**config.mk**
```make
export PLATFORM = sky130hd
export DESIGN_NAME = multichannel_analog_debouncer
export DESIGN_NICKNAME = d
export VERILOG_FILES = /design/src/design/mcad_pkg.sv /design/src/design/multichannel_analog_debouncer.sv /design/src/design/mcad_front.sv /design/src/design/mcad_fifo.sv /design/src/design/mcad_back.sv
export SDC_FILE = /design/constraint.sdc
export NUM_CORES = 1
export LEC_CHECK = 0
export BUFFER_PORTS_ARGS = -buffer_cell sky130_fd_sc_hd__buf_2
export CAP_MARGIN = 10
export CORE_ASPECT_RATIO = 0.8
export CORE_MARGIN = 5
export CORE_UTILIZATION = 55
export CTS_BUF_LIST = sky130_fd_sc_hd__clkbuf_4
export CTS_CLUSTER_SIZE = 24
export DETAILED_ROUTE_END_ITERATION = 16
export GPL_ROUTABILITY_DRIVEN = 0
export GPL_TIMING_DRIVEN = 0
export PLACE_DENSITY = 0.71
export SLEW_MARGIN = 20
export SYNTH_ARGS = -nofsm -noshare
export SYNTH_HDL_FRONTEND = slang
export SYNTH_SLANG_ARGS = --single-unit
```
**constraint.sdc**
```tcl
create_clock -name clk -period 7.07 [get_ports clk]
set_input_delay 1.414 -clock clk [delete_from_list [all_inputs] [get_ports clk]]
set_output_delay 1.414 -clock clk [all_outputs]
set_load 0.1 [all_outputs]
```
**src/design/mcad_pkg.sv**
```systemverilog
package mcad_pkg;

  // Sizes of the channel store and of the converter samples.
  localparam int CHANNELS    = 32;
  localparam int SAMPLE_BITS = 12;

  // Field widths of the item ports.
  localparam int CHANNEL_W = 5;
  localparam int LEVEL_W   = 5;
  localparam int COUNT_W   = 8;

  // Quantizer constants: full scale is 2^SAMPLE_BITS - 1.
  localparam int STEPS_FINE   = 24;
  localparam int STEPS_COARSE = 8;
  localparam int PROD_W       = SAMPLE_BITS + 5;
  localparam int FULL_SCALE   = (1 << SAMPLE_BITS) - 1;

  // Channel store index width.
  localparam int CH_IDX_W = (CHANNELS > 1) ? $clog2(CHANNELS) : 1;

  // Depth of the queue between the quantizer and the state update.
  localparam int FIFO_DEPTH = 4;
  localparam int FIFO_PTR_W = $clog2(FIFO_DEPTH);

  // Reset value of the repeat target register.
  localparam logic [COUNT_W-1:0] TARGET_RESET = COUNT_W'(4);

  // A quantized reading on its way to the state update.
  typedef struct packed {
    logic [CHANNEL_W-1:0] channel;
    logic [LEVEL_W-1:0]   level;
  } mcad_item_t;

endpackage

```
**src/design/multichannel_analog_debouncer.sv**
```systemverilog
// A beat passes through the input register, the queue and the output register in that order.
// One beat per cycle while the queue and output are not stalled; the channel state is read,
// updated and written back in the same cycle, so beats on the same channel can follow each other directly.
// Reset (synchronous, active high) empties the queue and output, sets repeat_target
// to 4 and marks every channel entry as zero at once; no clearing pass is needed.
module multichannel_analog_debouncer import mcad_pkg::*; (
  input  logic                   clk,
  input  logic                   rst,
  input  logic                   cfg_we,
  input  logic [COUNT_W-1:0]     cfg_wdata,
  input  logic                   push,
  output logic                   full,
  input  logic [CHANNEL_W-1:0]   channel,
  input  logic [SAMPLE_BITS-1:0] sample,
  input  logic                   coarse_scale,
  output logic                   empty,
  input  logic                   pop,
  output logic [LEVEL_W-1:0]     stable_value,
  output logic                   changed,
  output logic [CHANNEL_W-1:0]   channel_out
);

  logic       fq_valid;
  logic       fq_ready;
  mcad_item_t fq_item;
  logic       qb_valid;
  logic       qb_ready;
  mcad_item_t qb_item;

  // Quantizer front end.
  mcad_front u_front (
    .clk          (clk),
    .rst          (rst),
    .push         (push),
    .full         (full),
    .channel      (channel),
    .sample       (sample),
    .coarse_scale (coarse_scale),
    .item_valid   (fq_valid),
    .item         (fq_item),
    .item_ready   (fq_ready)
  );

  // Decoupling queue.
  mcad_fifo u_fifo (
    .clk      (clk),
    .rst      (rst),
    .wr_valid (fq_valid),
    .wr_ready (fq_ready),
    .wr_item  (fq_item),
    .rd_valid (qb_valid),
    .rd_ready (qb_ready),
    .rd_item  (qb_item)
  );

  // Per-channel debounce state and result register.
  mcad_back u_back (
    .clk          (clk),
    .rst          (rst),
    .cfg_we       (cfg_we),
    .cfg_wdata    (cfg_wdata),
    .item_valid   (qb_valid),
    .item_ready   (qb_ready),
    .item         (qb_item),
    .empty        (empty),
    .pop          (pop),
    .stable_value (stable_value),
    .changed      (changed),
    .channel_out  (channel_out)
  );

endmodule

```
**src/design/mcad_front.sv**
```systemverilog
module mcad_front import mcad_pkg::*; (
  input  logic                   clk,
  input  logic                   rst,
  input  logic                   push,
  output logic                   full,
  input  logic [CHANNEL_W-1:0]   channel,
  input  logic [SAMPLE_BITS-1:0] sample,
  input  logic                   coarse_scale,
  output logic                   item_valid,
  output mcad_item_t             item,
  input  logic                   item_ready
);

  logic                 f_valid;
  logic [CHANNEL_W-1:0] f_channel;
  logic [PROD_W-1:0]    f_product;
  logic                 accept;
  logic [LEVEL_W-1:0]   quot_low;
  logic [PROD_W-1:0]    remainder;
  logic [LEVEL_W-1:0]   level;

  // The input register stalls only when the queue behind it cannot take its beat.
  assign full   = f_valid && !item_ready;
  assign accept = push && !full;

  always_ff @(posedge clk) begin
    if (rst) begin
      f_valid <= 1'b0;
    end else if (!full) begin
      f_valid <= push;
    end
  end

  // Scale the sample by the number of steps in the first stage.
  always_ff @(posedge clk) begin
    if (accept) begin
      f_channel <= channel;
      f_product <= PROD_W'(sample) *
                   PROD_W'(coarse_scale ? STEPS_COARSE : STEPS_FINE);
    end
  end

  // Divide by full scale: dividing by 2^SAMPLE_BITS lands at most one short,
  // so a single compare on the remainder fixes the quotient.
  always_comb begin
    quot_low  = LEVEL_W'(f_product >> SAMPLE_BITS);
    remainder = f_product - (PROD_W'(quot_low) << SAMPLE_BITS) + PROD_W'(quot_low);
    level     = (remainder >= PROD_W'(FULL_SCALE)) ? quot_low + LEVEL_W'(1) : quot_low;
  end

  assign item_valid    = f_valid;
  assign item.channel  = f_channel;
  assign item.level    = level;

endmodule

```
**src/design/mcad_fifo.sv**
```systemverilog
module mcad_fifo import mcad_pkg::*; (
  input  logic       clk,
  input  logic       rst,
  input  logic       wr_valid,
  output logic       wr_ready,
  input  mcad_item_t wr_item,
  output logic       rd_valid,
  input  logic       rd_ready,
  output mcad_item_t rd_item
);

  mcad_item_t              slots [FIFO_DEPTH];
  logic [FIFO_PTR_W-1:0]   wr_ptr;
  logic [FIFO_PTR_W-1:0]   rd_ptr;
  logic [FIFO_PTR_W:0]     count;
  logic                    do_wr;
  logic                    do_rd;

  assign wr_ready = (count != (FIFO_PTR_W+1)'(FIFO_DEPTH));
  assign rd_valid = (count != '0);
  assign do_wr    = wr_valid && wr_ready;
  assign do_rd    = rd_valid && rd_ready;
  assign rd_item  = slots[rd_ptr];

  // Pointers and fill count.
  always_ff @(posedge clk) begin
    if (rst) begin
      wr_ptr <= '0;
      rd_ptr <= '0;
      count  <= '0;
    end else begin
      if (do_wr) begin
        wr_ptr <= wr_ptr + FIFO_PTR_W'(1);
      end
      if (do_rd) begin
        rd_ptr <= rd_ptr + FIFO_PTR_W'(1);
      end
      if (do_wr && !do_rd) begin
        count <= count + (FIFO_PTR_W+1)'(1);
      end else if (do_rd && !do_wr) begin
        count <= count - (FIFO_PTR_W+1)'(1);
      end
    end
  end

  // Slot storage.
  always_ff @(posedge clk) begin
    if (do_wr) begin
      slots[wr_ptr] <= wr_item;
    end
  end

`ifndef NO_ASSERTIONS
  // The fill count never passes the depth.
  a_count_bound: assert property (@(posedge clk) disable iff (rst)
    count <= (FIFO_PTR_W+1)'(FIFO_DEPTH))
    else $error("queue fill count beyond depth");

  // A read without a write drops the fill count by one.
  a_count_read: assert property (@(posedge clk) disable iff (rst)
    (do_rd && !do_wr) |=> count == $past(count) - (FIFO_PTR_W+1)'(1))
    else $error("queue fill count did not follow a read");
`endif

endmodule

```
**src/design/mcad_back.sv**
```systemverilog
module mcad_back import mcad_pkg::*; (
  input  logic                 clk,
  input  logic                 rst,
  input  logic                 cfg_we,
  input  logic [COUNT_W-1:0]   cfg_wdata,
  input  logic                 item_valid,
  output logic                 item_ready,
  input  mcad_item_t           item,
  output logic                 empty,
  input  logic                 pop,
  output logic [LEVEL_W-1:0]   stable_value,
  output logic                 changed,
  output logic [CHANNEL_W-1:0] channel_out
);

  logic [COUNT_W-1:0]   repeat_target;
  logic [CHANNELS-1:0]  ent_valid;
  logic [LEVEL_W-1:0]   stable_mem [CHANNELS];
  logic [LEVEL_W-1:0]   cand_mem   [CHANNELS];
  logic [COUNT_W-1:0]   cnt_mem    [CHANNELS];

  logic                 o_valid;
  logic [LEVEL_W-1:0]   o_stable;
  logic                 o_changed;
  logic [CHANNEL_W-1:0] o_channel;

  logic                 take;
  logic                 in_range;
  logic [CH_IDX_W-1:0]  idx;
  logic [LEVEL_W-1:0]   old_stable;
  logic [LEVEL_W-1:0]   old_cand;
  logic [COUNT_W-1:0]   old_cnt;
  logic [COUNT_W-1:0]   cnt_inc;
  logic [LEVEL_W-1:0]   stable_next;
  logic [LEVEL_W-1:0]   cand_next;
  logic [COUNT_W-1:0]   cnt_next;
  logic                 promote;

  // The output register frees up when its beat is popped.
  assign item_ready = !o_valid || pop;
  assign take       = item_valid && item_ready;
  assign empty      = !o_valid;

  // Repeat target register.
  always_ff @(posedge clk) begin
    if (rst) begin
      repeat_target <= TARGET_RESET;
    end else if (cfg_we) begin
      repeat_target <= cfg_wdata;
    end
  end

  // Read the channel entry; an entry not written since reset reads as zero.
  always_comb begin
    in_range   = (32'(item.channel) < CHANNELS);
    idx        = CH_IDX_W'(item.channel);
    old_stable = ent_valid[idx] ? stable_mem[idx] : '0;
    old_cand   = ent_valid[idx] ? cand_mem[idx]   : '0;
    old_cnt    = ent_valid[idx] ? cnt_mem[idx]    : '0;
  end

  // Debounce decision for one reading.
  always_comb begin
    cnt_inc     = old_cnt + COUNT_W'(1);
    stable_next = old_stable;
    cand_next   = old_cand;
    cnt_next    = '0;
    promote     = 1'b0;
    if (item.level == old_stable) begin
      cnt_next = '0;
    end else if (item.level == old_cand) begin
      if (cnt_inc == repeat_target) begin
        promote     = 1'b1;
        stable_next = old_cand;
        cnt_next    = '0;
      end else begin
        cnt_next = cnt_inc;
      end
    end else begin
      cand_next = item.level;
      cnt_next  = '0;
    end
  end

  // Entry valid bits.
  always_ff @(posedge clk) begin
    if (rst) begin
      ent_valid <= '0;
    end else if (take && in_range) begin
      ent_valid[idx] <= 1'b1;
    end
  end

  // Channel state write-back.
  always_ff @(posedge clk) begin
    if (take && in_range) begin
      stable_mem[idx] <= stable_next;
      cand_mem[idx]   <= cand_next;
      cnt_mem[idx]    <= cnt_next;
    end
  end

  // Output register holds the result beat until it is popped.
  always_ff @(posedge clk) begin
    if (rst) begin
      o_valid <= 1'b0;
    end else if (item_ready) begin
      o_valid <= item_valid;
    end
  end

  always_ff @(posedge clk) begin
    if (take) begin
      o_stable  <= in_range ? stable_next : '0;
      o_changed <= in_range && (stable_next != old_stable);
      o_channel <= item.channel;
    end
  end

  assign stable_value = o_stable;
  assign changed      = o_changed;
  assign channel_out  = o_channel;

`ifndef NO_ASSERTIONS
  // After a promotion the channel's repeat count is clear.
  a_promote_clears: assert property (@(posedge clk) disable iff (rst)
    (take && in_range && promote) |=> cnt_mem[$past(idx)] == '0)
    else $error("repeat count not cleared after promotion");

  // A changed result always comes from a promotion.
  a_changed_source: assert property (@(posedge clk) disable iff (rst)
    (take && !(in_range && promote)) |=> !o_changed)
    else $error("changed flag set without a promotion");
`endif

endmodule
```
==> results.md <==
* Final period util at 0.971
* CP Capture Type: register
* Fin. Hold Viols at 0
* Hold Slack at 467 ps
* Skew final at 62.9 ps
* CTS HTree Levels at 4
* DIE WIDTH at 269 um
* Max Cap Violations at 0
* HPWL Detailed at 49400 um
* Mapped Cells at 1816
* Post-synth EDFFs at 646
* # setup viols final at 0
* Final max-slew violation count at 0
* Core area at 53500 um^2
* RSZ-0062 raised after global routing: no
* Vias in the first global route at 17300
* Post-Syn Area at 29600 um^2
* Synth cell types at 57
* Mapped Avg Cell Area at 16.3 um^2
* Grt total ovfl at 0
* Hold crit path type: reg -> reg
* Slew margin rel. at 0.245
* Ys async rst share at 0
* Leak at 13.0 nW
* PortBufs at 41
* WL final at 75800 um
* Post-CTS setup buffers at 0
* Nets at 2163
* Cells after DPL at 2600
* CP Launch Type: register
* CTS Buffer Depth at 3
* Synthesis-to-layout area growth at 15.4%
* Crit path time final at 6870 ps
* Row Count at 76
* Largest net degree at the start of global routing at 34
* WP data arrival at 7390 ps
* Syn nets at 1911
* Pwr dens at 420 nW/um^2
* Critical path class: reg -> reg
* Sequential fraction of the synthesis area at 0.690
* TritonRoute pass-1 iters at 7
* Final worst slack at 205 ps
* Max Fclk at 0.146 GHz
* CTS root buf: clkbuf_4
* DR iter-0 viols at 2270
* Pre-CTS WS at 183 ps
* First-pass GRT wire length at 110000 um
* Starting Density at 0.553
* YS warnings at 0
* Top_reg_cell synth: edfxtp_1
* Vias per cell at 6.03
* Wirelength per Cell at 26.2 um
* Layout cells sized above 1 at 0.228
* Initial antenna violation count at 2
* Clk Latency, worst-skew pair at 910 ps
* Required time of the critical path at 7590 ps
* Cts hold-fix bufs at 0
* Sink Count at 697
* IR Drop Worst-Case VDD at 0.261 mV
* Clock Pin Slew Worst Setup and Hold Paths at 60 ps
* CTS tree: built
* CP max FO at 33
* Via count at 17400
* Worst Tran Pin Value at 1130 ps
* Final ANT Viol Nets at 0
* Die area at 58600 um^2
* Num CTS Buffers at 168
* Run status: complete, no violations
* Global Route Usage Sum at 0.257
* DRC viols at 0
* I/O pins at 44
* Flops & latches, synth at 697
* Chip height at 218 um
* Final std cells w/o fill at 2887
## through the flow
stage / utilization / setup TNS (ps) / cell area [um^2] / power, mW
after floorplan: - / 0 / 29600 / 9.22
after global placement: 0.573 / -150690 / 30700 / 10.6
after detailed placement: 0.599 / 0 / 32100 / 11.1
after CTS: 0.638 / 0 / 34200 / 14.3
after global routing: 0.638 / 0 / 34200 / 14.9
final: 0.638 / 0 / 34200 / 14.4
## metal layers
| metal | vias up | GRT usage | part of all wire |
|---|---|---|---|
| met5 | - | 0 | 0 |
| met4 | 0 | 0.0950 | 0.032 |
| met3 | 148 | 0.0680 | 0.11 |
| met2 | 1042 | 0.382 | 0.44 |
| met1 | 8580 | 0.368 | 0.41 |
| li1 | 7627 | - | - |
## Yosys cell counts (all sizes together), types with 2 or more instances
cell type | count | area share
a2111oi | 2 | 0.00080
a211o | 2 | 0.00059
a21boi | 2 | 0.00051
a21o | 2 | 0.00051
a21oi | 21 | 0.0037
and2 | 12 | 0.0025
and3 | 3 | 0.00063
and3b | 2 | 0.00059
buf | 62 | 0.017
clkbuf | 25 | 0.0032
dfxtp | 51 | 0.034
edfxtp | 646 | 0.66
fa | 3 | 0.0020
ha | 61 | 0.026
inv | 38 | 0.0048
mux2 | 13 | 0.0049
mux2i | 470 | 0.16
mux4 | 6 | 0.0046
nand2 | 34 | 0.0043
nand2b | 2 | 0.00042
nand3 | 12 | 0.0028
nand3b | 3 | 0.00076
nor2 | 125 | 0.016
nor2b | 18 | 0.0038
nor3 | 9 | 0.0015
nor4 | 23 | 0.0092
o2111ai | 3 | 0.0011
o211a | 3 | 0.0010
o21a | 7 | 0.0018
o21ai | 16 | 0.0028
o21bai | 9 | 0.0023
o22ai | 76 | 0.016
o31ai | 2 | 0.00051
or3 | 5 | 0.0011
or4 | 3 | 0.00076
xnor2 | 23 | 0.0068
xor2 | 13 | 0.0038
## report_power, final
part	total (mW)	internal (mW)	switching [mW]
combinational	5.54	1.90	3.64
clock	3.27	1.73	1.53
sequential	5.57	5.48	0.0960
## worst paths after layout
check | startpoint | to | slack [ps] | cells past startpoint
worst max-delay path | register | u_back.stable_mem[2][0]$_DFFE_PP_ | 200 | 14
worst max register to register | register | u_back.stable_mem[2][0]$_DFFE_PP_ | 200 | 14
worst min-delay path | u_back.ent_valid[28]$_SDFFE_PP0P_ | u_back.ent_valid[28]$_SDFFE_PP0P_ | 470 | 2
worst min register to register | u_back.ent_valid[28]$_SDFFE_PP0P_ | u_back.ent_valid[28]$_SDFFE_PP0P_ | 470 | 2
## registers in the layout, indices dropped and copies added (netlist names), 3 cells and up, named ones only
| signal | count |
|---|---|
| u_back.channel_out | 5 |
| u_back.cand_mem | 160 |
| u_fifo.count | 3 |
| u_back.stable_value | 5 |
| u_back.ent_valid | 32 |
| u_fifo.slots | 40 |
| u_front.f_channel | 5 |
| u_front.f_product | 14 |
| u_back.cnt_mem | 256 |
| u_back.repeat_target | 8 |
| u_back.stable_mem | 160 |
## kinds of logic after synthesis
group	after synthesis	share of synthesized area
muxes	489	0.168
AOI/OAI and AO/OA	151	0.0337
adders and majority gates	64	0.0278
buffers and inverters	126	0.0253
xor gates and xnor gates	36	0.0106
and+or+nand+nor	253	0.0446
DFF	697	0.690
## cell usage in the layout, fill, tap and decap left out, drive strengths merged, types with 6 or more instances in the layout
master / n
o22ai: 76
xnor2: 23
xor2: 13
o21a: 7
mux4: 6
clkbuf: 272
inv: 41
nand3: 12
buf: 144
nand2: 34
clkinv: 28
o21ai: 16
edfxtp: 646
and2: 12
dfxtp: 51
o21bai: 9
a21oi: 21
nor2: 125
mux2i: 470
nor2b: 18
ha: 61
nor3: 9
nor4: 23
mux2: 13
## critical path, stage by stage (launching register included)
cell,delay [ps]
dfxtp_1,310
buf_2,180
mux4_2,610
nand3b_1,360
clkbuf_1,870
clkbuf_1,890
o22ai_1,200
nor4_1,550
nand2_1,210
mux2_2,320
o2111ai_2,300
nand3_2,270
and3b_1,400
buf_6,220
mux2i_4,790
## area by class of cell
class	instances	area, um^2
plain buffers	87	602
flip-flops and latches	697	20400
repair buffers	82	1200
well taps	702	878
multi-input cells	993	8820
fillers	3771	19400
clock buffers	247	1850
inverters	39	148
diodes	5	12.5
clock inverters	35	249
## what timing repair did
| item | CTS | global route |
|---|---|---|
| setup endpoints to repair | 0 | 195 |
| hold endpoints to repair | 0 | 0 |
| resized for setup | 0 | 1 |
Note: power is estimated with default switching activity, not from simulation.
